[config.mk]
export PLATFORM = sky130hd
export DESIGN_NAME = tgs_weight_unit
export DESIGN_NICKNAME = d
export VERILOG_FILES = /design/src/rtl/tgs_pkg.sv /design/src/rtl/tgs_weight_unit.sv
export SDC_FILE = /design/constraint.sdc
export NUM_CORES = 2
export LEC_CHECK = 0
export BUFFER_PORTS_ARGS = -buffer_cell sky130_fd_sc_hd__buf_2
export CAP_MARGIN = 20
export CORE_MARGIN = 1.5
export CORE_UTILIZATION = 50
export DETAILED_ROUTE_END_ITERATION = 16
export PLACE_DENSITY = 0.67
export SLEW_MARGIN = 10
export SYNTH_ARGS = -nofsm -noshare
export SYNTH_HDL_FRONTEND = slang
export SYNTH_SLANG_ARGS = --single-unit
export TNS_END_PERCENT = 20
[constraint.sdc]
create_clock -name clock -period 17.4 [get_ports clock]
set_clock_uncertainty 0.2 [all_clocks]
set_input_delay 0.87 -clock clock [delete_from_list [all_inputs] [get_ports clock]]
set_output_delay 0.87 -clock clock [all_outputs]
set_load 0.05 [all_outputs]
[src/rtl/tgs_pkg.sv]
// Package for the two-vocabulary topic Gibbs sampler.
// Holds state encodings, register indexes and fixed widths; depends on nothing.
package tgs_pkg;

   // fixed field and datapath widths
   localparam int TOPIC_W     = 6;
   localparam int K_W         = 7;
   localparam int TOPIC_CAP   = 64;
   localparam int CUM_AW      = 6;
   localparam int WEIGHT_W    = 48;
   localparam int SUM_W       = 64;
   localparam int TOTAL_W     = 32;
   localparam int RND_W       = 32;
   localparam int MUL_CHUNK   = 16;
   localparam int STEP_W      = 6;
   localparam int CSR_INDEX_W = 3;
   localparam int CSR_DATA_W  = 16;
   localparam int PRIOR_W     = 16;
   localparam int VSIZE_W     = 13;
   localparam int VB_W        = 29;
   localparam int DOC_W       = 10;
   localparam int WORD_W      = 12;

   // register indexes
   localparam logic [CSR_INDEX_W-1:0] CSR_NUM_TOPICS  = 3'd0;
   localparam logic [CSR_INDEX_W-1:0] CSR_ALPHA       = 3'd1;
   localparam logic [CSR_INDEX_W-1:0] CSR_BETA_FIRST  = 3'd2;
   localparam logic [CSR_INDEX_W-1:0] CSR_BETA_SECOND = 3'd3;
   localparam logic [CSR_INDEX_W-1:0] CSR_VSIZE_FIRST = 3'd4;
   localparam logic [CSR_INDEX_W-1:0] CSR_VSIZE_SECOND= 3'd5;

   // register reset values
   localparam logic [K_W-1:0]     RST_NUM_TOPICS = 7'd64;
   localparam logic [PRIOR_W-1:0] RST_ALPHA      = 16'd128;
   localparam logic [PRIOR_W-1:0] RST_BETA       = 16'd26;
   localparam logic [VSIZE_W-1:0] RST_VSIZE      = 13'd4096;

   // operations
   localparam logic OP_ASSIGN   = 1'b0;
   localparam logic OP_RESAMPLE = 1'b1;

   typedef enum logic [3:0] {
      ST_CLEAR,
      ST_IDLE,
      ST_CHECK,
      ST_DEC_RD,
      ST_DEC_WR,
      ST_LOOP_RD,
      ST_LOOP_PREP,
      ST_LOOP_WAIT,
      ST_THR_HI,
      ST_THR_LO,
      ST_THR_ADD,
      ST_SCAN_RD,
      ST_SCAN_CMP,
      ST_INC_RD,
      ST_INC_WR,
      ST_RESULT
   } tgs_state_type;

   typedef enum logic [2:0] {
      WU_IDLE,
      WU_MUL,
      WU_CHECK,
      WU_DIV,
      WU_DONE
   } wu_state_type;

endpackage

[src/rtl/tgs_weight_unit.sv]
// Per-topic weight unit: floor(a*b/d) saturated to 48 bits.
// Chunked multiplier then restoring divider, one quotient bit a cycle; uses tgs_pkg.
module tgs_weight_unit #(
   parameter int A_W = 33,
   parameter int B_W = 33,
   parameter int D_W = 41
) (
   input  logic                          clock,
   input  logic                          reset,
   input  logic                          start,
   input  logic [A_W-1:0]                a,
   input  logic [B_W-1:0]                b,
   input  logic [D_W-1:0]                d,
   output logic [tgs_pkg::WEIGHT_W-1:0]  weight,
   output logic                          done
);

   localparam int CH    = tgs_pkg::MUL_CHUNK;
   localparam int NCH   = (B_W + CH - 1) / CH;
   localparam int BP_W  = NCH * CH;
   localparam int P_W   = A_W + B_W;
   localparam int QW    = tgs_pkg::WEIGHT_W;
   localparam int PE_W  = (P_W > QW) ? P_W : QW + 1;
   localparam int HI_W  = PE_W - QW;
   localparam int CMP_W = HI_W + D_W;
   localparam int SW    = tgs_pkg::STEP_W;

   tgs_pkg::wu_state_type state_ff, state_in;

   logic [A_W-1:0]    a_ff;
   logic [BP_W-1:0]   bsh_ff;
   logic [D_W-1:0]    d_ff;
   logic [PE_W-1:0]   prod_ff;
   logic [D_W-1:0]    rem_ff;
   logic [QW-1:0]     low_ff;
   logic [QW-1:0]     q_ff;
   logic [SW-1:0]     step_ff;

   logic [A_W+CH-1:0] part;
   logic [HI_W-1:0]   hi;
   logic              sat;
   logic [D_W:0]      cand;
   logic [D_W:0]      diff;
   logic              fits;
   logic              last_mul;
   logic              last_div;

   // partial product, saturation test and divider step
   assign part     = (A_W+CH)'(a_ff) * (A_W+CH)'(bsh_ff[BP_W-1 -: CH]);
   assign hi       = prod_ff[PE_W-1:QW];
   assign sat      = CMP_W'(hi) >= CMP_W'(d_ff);
   assign cand     = {rem_ff, low_ff[QW-1]};
   assign fits     = cand >= {1'b0, d_ff};
   assign diff     = cand - {1'b0, d_ff};
   assign last_mul = step_ff == SW'(NCH - 1);
   assign last_div = step_ff == SW'(QW - 1);

   // next state
   always_comb begin
      state_in = state_ff;
      case (state_ff)
         tgs_pkg::WU_IDLE:  if (start) state_in = tgs_pkg::WU_MUL;
         tgs_pkg::WU_MUL:   if (last_mul) state_in = tgs_pkg::WU_CHECK;
         tgs_pkg::WU_CHECK: state_in = sat ? tgs_pkg::WU_DONE : tgs_pkg::WU_DIV;
         tgs_pkg::WU_DIV:   if (last_div) state_in = tgs_pkg::WU_DONE;
         tgs_pkg::WU_DONE:  state_in = tgs_pkg::WU_IDLE;
         default:           state_in = tgs_pkg::WU_IDLE;
      endcase
   end

   // outputs
   always_comb begin
      done   = state_ff == tgs_pkg::WU_DONE;
      weight = q_ff;
   end

   always_ff @(posedge clock) begin
      if (reset) begin
         state_ff <= tgs_pkg::WU_IDLE;
      end else begin
         state_ff <= state_in;
      end
   end

   // datapath
   always_ff @(posedge clock) begin
      case (state_ff)
         tgs_pkg::WU_IDLE: begin
            if (start) begin
               a_ff    <= a;
               bsh_ff  <= BP_W'(b);
               d_ff    <= d;
               prod_ff <= '0;
               step_ff <= '0;
            end
         end
         tgs_pkg::WU_MUL: begin
            prod_ff <= (prod_ff << CH) + PE_W'(part);
            bsh_ff  <= bsh_ff << CH;
            step_ff <= step_ff + 1'b1;
         end
         tgs_pkg::WU_CHECK: begin
            // quotient at or above 2^48 (or zero divisor) saturates
            if (sat) begin
               q_ff <= '1;
            end else begin
               q_ff <= '0;
            end
            rem_ff  <= D_W'(hi);
            low_ff  <= prod_ff[QW-1:0];
            step_ff <= '0;
         end
         tgs_pkg::WU_DIV: begin
            rem_ff  <= fits ? D_W'(diff) : D_W'(cand);
            q_ff    <= {q_ff[QW-2:0], fits};
            low_ff  <= low_ff << 1;
            step_ff <= step_ff + 1'b1;
         end
         default: begin
         end
      endcase
   end

endmodule

======== Word level (Yosys, flattened, before mapping) ========
Cells that the tools add are included.
storage, ports and cells
  flip-flop bits (word level) ............. 334
  word-level logic and storage cells ...... 49
  output and inout port bits .............. 49
cells by class
  muxes and demuxes ....................... 16
  magnitude comparators ................... 2
  reductions and logical operators ........ 9
  $add $sub $neg .......................... 3
  eq/ne operators ......................... 9
  multiply operators ...................... 1
operators with widths
  kind                                                              number
  48-bit one-hot mux with 2 select lines                            3
  66-bit one-hot mux with 2 select lines                            1
  48-bit 2-to-1 mux                                                 2
  41-bit one-hot mux with 2 select lines                            1
  66-bit by 49-bit adder with 66-bit output                         1
  66-bit 2-to-1 mux                                                 1
  33-bit by 16-bit multiplier with 49-bit output                    1
  42-bit by 41-bit >= comparator with 1-bit output                  1
  18-bit by 41-bit >= comparator with 1-bit output                  1
  41-bit 2-to-1 mux                                                 1
  41-bit subtractor                                                 1
  6-bit one-hot mux with 3 select lines                             1
  3-bit 2-to-1 mux                                                  4
  3-bit one-hot mux with 4 select lines                             1
  6-bit by 1-bit adder with 6-bit output (second input constant)    1
  3-bit by 2-bit == test with 1-bit output (second input constant)  2
  6-bit by 2-bit == test with 1-bit output (second input constant)  1
  6-bit == test (second input constant)                             1
  6-bit 2-to-1 mux                                                  1
  2-bit != test (second input constant)                             3
  2-bit AND reduction                                               3
  2-bit nonzero test                                                2
  3-bit by 1-bit == test with 1-bit output (second input constant)  1
  3-bit == test (second input constant)                             1
  other kinds (4)                                                   4

======== Longest topological paths before layout ========
  word-level depth ........................ 4
  depth in mapped cells ................... 26

======== Least setup slack after synthesis ========
Ideal clock, no wire load.
  path kind ............................... register to register
  from .................................... register state_ff[2]
  to ...................................... register rem_ff[37], data pin
  library setup time ...................... 0.158 ns
  data required time ...................... 17.042 ns
  cell stages (with the launch flop) ...... 5
  path slack .............................. 8.445 ns
  clock period less this slack ............ 8.955 ns
  arrival time ............................ 8.598 ns
  cells stage by stage .................... dfxtp_1 > nor2b_1 > nand2_1 > or3_1 > o211ai_1
on the way
  longest elaborated chain between the ends .. 2
  elaborated cells on any way between the ends .. 3
ends and longest elaborated chain
  item                                        RTL line                RTL
  start, declared                             tgs_weight_unit.sv:28   tgs_pkg::wu_state_type state_ff, state_in;
  start signal, assigned                      tgs_weight_unit.sv:79   state_ff <= tgs_pkg::WU_IDLE;
  start signal, assigned                      tgs_weight_unit.sv:81   state_ff <= state_in;
  3-bit by 2-bit == test with 1-bit output    tgs_weight_unit.sv:87   case (state_ff)
  41-bit one-hot mux with 2 select lines (*)  tgs_weight_unit.sv:87
  end signal, assigned                        tgs_weight_unit.sv:109  rem_ff <= D_W'(hi);
  end signal, assigned                        tgs_weight_unit.sv:114  rem_ff <= fits ? D_W'(diff) : D_W'(cand);
  end, declared                               tgs_weight_unit.sv:34   logic [D_W-1:0] rem_ff;
Mark *: on every way between the ends. The rest lies on a longest branch, timed or not.
A chain may end at the register's enable or synchronous reset.

======== Worst setup path after layout ========
  from .................................... register a_ff[5]
  to ...................................... register prod_ff[61], data pin
on the way
  longest elaborated chain between the ends .. 3
ends and longest elaborated chain
  item                                            RTL line               RTL
  start, declared                                 tgs_weight_unit.sv:30  logic [A_W-1:0] a_ff;
  start signal, assigned                          tgs_weight_unit.sv:90  a_ff <= a;
  33-bit by 16-bit multiplier with 49-bit output  tgs_weight_unit.sv:49  assign part = (A_W+CH)'(a_ff) * (A_W+CH)'(bsh_ff[BP_W-1 -: CH]);
  66-bit by 49-bit adder with 66-bit output       tgs_weight_unit.sv:98  prod_ff <= (prod_ff << CH) + PE_W'(part);
  66-bit one-hot mux with 2 select lines          tgs_weight_unit.sv:87
  end signal, assigned                            tgs_weight_unit.sv:98
  end, declared                                   tgs_weight_unit.sv:33  logic [PE_W-1:0] prod_ff;
No other way between the ends.

==> flow_summary.json <==
{
  "grt_overflow": 0,
  "drive_gt1_frac": 0.0729,
  "end_kind": "flip-flop",
  "synth_fa_ha_area_frac": 0.347,
  "wirelength_um": 85200,
  "ys_seq_elements": 334,
  "wl_per_cell_um": 19.0,
  "cp-startpoint": "a_ff[5]$_DFFE_PP_",
  "cp.required_ns": 17.61,
  "synth_compound_area_frac": 0.0853,
  "grt_use_met1": 0.346,
  "r2r_slack_ns": 9.62,
  "grtUsageMet3": 0.0349,
  "tritoncts.num_buffers": 40,
  "cp_max_fo": 16,
  "dieArea_um2": 69700,
  "synth_xor_area_frac": 0.0203,
  "dp_slack_ns": 9.73,
  "dr.pass1.iters": 6,
  "yosysWarnings": 0,
  "synth_top_cell_by_area": "edfxtp_1",
  "hold_violations": 0,
  "antenna_found_initial": 1,
  "async_flop_share": 0,
  "synth_top_family_by_area": "adder cells",
  "drc": 0,
  "cts_tree": "done",
  "n_antenna_cell": 0,
  "grt_pass1_vias": 25285,
  "busiest_layer": "met2",
  "syn_inst": 3523,
  "worst_r2r_path_depth": 22,
  "worstSkewPairLatency_ns": 0.58,
  "portBuffers": 158,
  "ios": 159,
  "drt-initial-drc-count": 1686,
  "syn_to_final_growth_pct": 8.15,
  "die_h_um": 264,
  "yosys.cell_types.count": 66,
  "via_count": 24401,
  "synth-edff-count": 331,
  "synth_mux_area_frac": 0.00393,
  "setup_violations": 0,
  "start_util": 0.506,
  "grt_use_met2": 0.419,
  "core-area_um2": 67300,
  "start_kind": "flip-flop",
  "grt_max_degree": 93,
  "grt_usage": 0.252,
  "syn_nets": 4297,
  "critical_path_arrival_ns": 7.99,
  "tns_ns": 0,
  "clk_pin_slew_ns": 0.07,
  "yosysSeqAreaShare": 0.294,
  "synth_top_area_frac": 0.292,
  "utilization": 0.548,
  "cts-resized-gates": 0,
  "fin_crit_sh": 0.447,
  "synthSimpleGateAreaFrac": 0.160,
  "crit_type": "reg -> reg",
  "cap_viol_max_count": 0,
  "min_period_ns": 7.78,
  "synth_area_um2": 34100,
  "reg2reg_to": "prod_ff[61]$_SDFFCE_PN0P_",
  "die_x_um": 264,
  "synth.area.top_cells": "edfxtp_1, fa_1, ha_1",
  "post_cts_buffers": 0,
  "clockRootBuffer": "clkbuf_16",
  "dp_hpwl_um": 64300,
  "ys_top_cells_by_count": "inv_1, nand2_1, fa_1, edfxtp_1, and2_1",
  "synth_area_per_cell_um2": 9.67,
  "htree_levels": 2,
  "synth.most_common_cell": "inv_1",
  "tightestPinTransition_ns": 1.05,
  "grt_pass1_wl_um": 138000,
  "clockBufferDepth": 3,
  "relSlewSlack": 0.299,
  "gp_congestion": 0.932,
  "status": "complete, no violations",
  "endpoint": "prod_ff[61]$_SDFFCE_PN0P_",
  "vias_per_cell": 5.43,
  "synth_ff_type": "edfxtp_1",
  "rsz0062_at_grt": "no",
  "final_nets": 4364,
  "rows": 95,
  "regToRegStartpoint": "a_ff[5]$_DFFE_PP_",
  "cts_sinks": 334,
  "min_path_type": "in -> reg",
  "fmax_mhz": 129,
  "maxSlewViolCount": 0,
  "ant_nets": 0,
  "layout_setup_ws_ns": 9.62,
  "timing.hold.ws_ns": 0.261,
  "cts_hold_buf": 0
}
## stage by stage
step                cells  instance area, µm²
global placement     4421               35600
global route         4493               36800
floorplan            3523               34100
finish               4493               36800
detailed placement   4421               35600
CTS                  4493               36800
## worst min-delay path by stage
| stage | start | end | cells after the start |
|---|---|---|---|
| 5_1_grt | d[15] | d_ff[15]$_DFFE_PP_ | 1 |
| 4_1_cts | a[3] | a_ff[3]$_DFFE_PP_ | 1 |
| 2_1_floorplan | bsh_ff[0]$_SDFFCE_PP0P_ | bsh_ff[16]$_DFFE_PP_ | 2 |
| 3_3_place_gp | low_ff[45]$_DFFE_PP_ | low_ff[46]$_DFFE_PP_ | 2 |
| 6_report | a[3] | a_ff[3]$_DFFE_PP_ | 1 |
| 3_5_place_dp | low_ff[32]$_DFFE_PP_ | low_ff[33]$_DFFE_PP_ | 2 |
## state kept, by name (all words and copies together) (netlist names)
signal	cells
prod_ff	66
bsh_ff	48
low_ff	48
weight	48
d_ff	41
rem_ff	41
a_ff	33
step_ff	6
state_ff	3
## kinds of logic (layout without fill, tap and decap cells)
| group | after synthesis | in the layout |
|---|---|---|
| fa+ha+maj | 664 | 664 |
| simple gates | 1165 | 1165 |
| flops | 334 | 334 |
| compound gates | 448 | 448 |
| buf+inv | 820 | 917 |
| mux | 13 | 13 |
| xor+xnor | 79 | 79 |
## cells in the final DEF, fill, tap and decap left out, drive strengths merged, types with 52 or more instances in the layout
cell    instances
ha            198
edfxtp        331
inv           655
nor2          126
a21o          104
a21oi         121
buf           189
nand2         593
fa            466
o21ai          81
and2          265
clkbuf         52
## final cells by class
type	instances	area, µm²
Timing Repair Buffer	189	1020
Fill cell	6156	30400
Sequential cell	334	10000
Clock inverter	20	166
Inverter	656	2460
Tap cell	873	1090
Multi-Input combinational cell	2369	21000
Clock buffer	52	1070
## per-layer routing
metal | wire, µm | part of all wire
met1 | 36800 | 0.43
met4 | 2500 | 0.029
met2 | 41300 | 0.48
met5 | 0 | 0
met3 | 4690 | 0.055
## critical path, cell delays in order, from the launching register on
cell and delay, ns:
edfxtp_1 0.79, nand2_1 0.17, fa_1 0.57, inv_1 0.06
fa_1 0.49, inv_1 0.05, fa_1 0.47, inv_1 0.06
fa_1 0.51, fa_1 0.56, inv_1 0.06, fa_1 0.55
inv_1 0.07, ha_1 0.41, nand2_1 0.09, o21ai_0 0.22
a211oi_1 0.13, o31a_1 0.31, a21oi_1 0.35, nor3_1 0.18
or4b_1 0.69, a211oi_1 0.34, mux2i_1 0.25
Power is left out: the tool's default activity adds up to more than one toggle a clock period on the data nets, which glitch-free logic cannot reach.
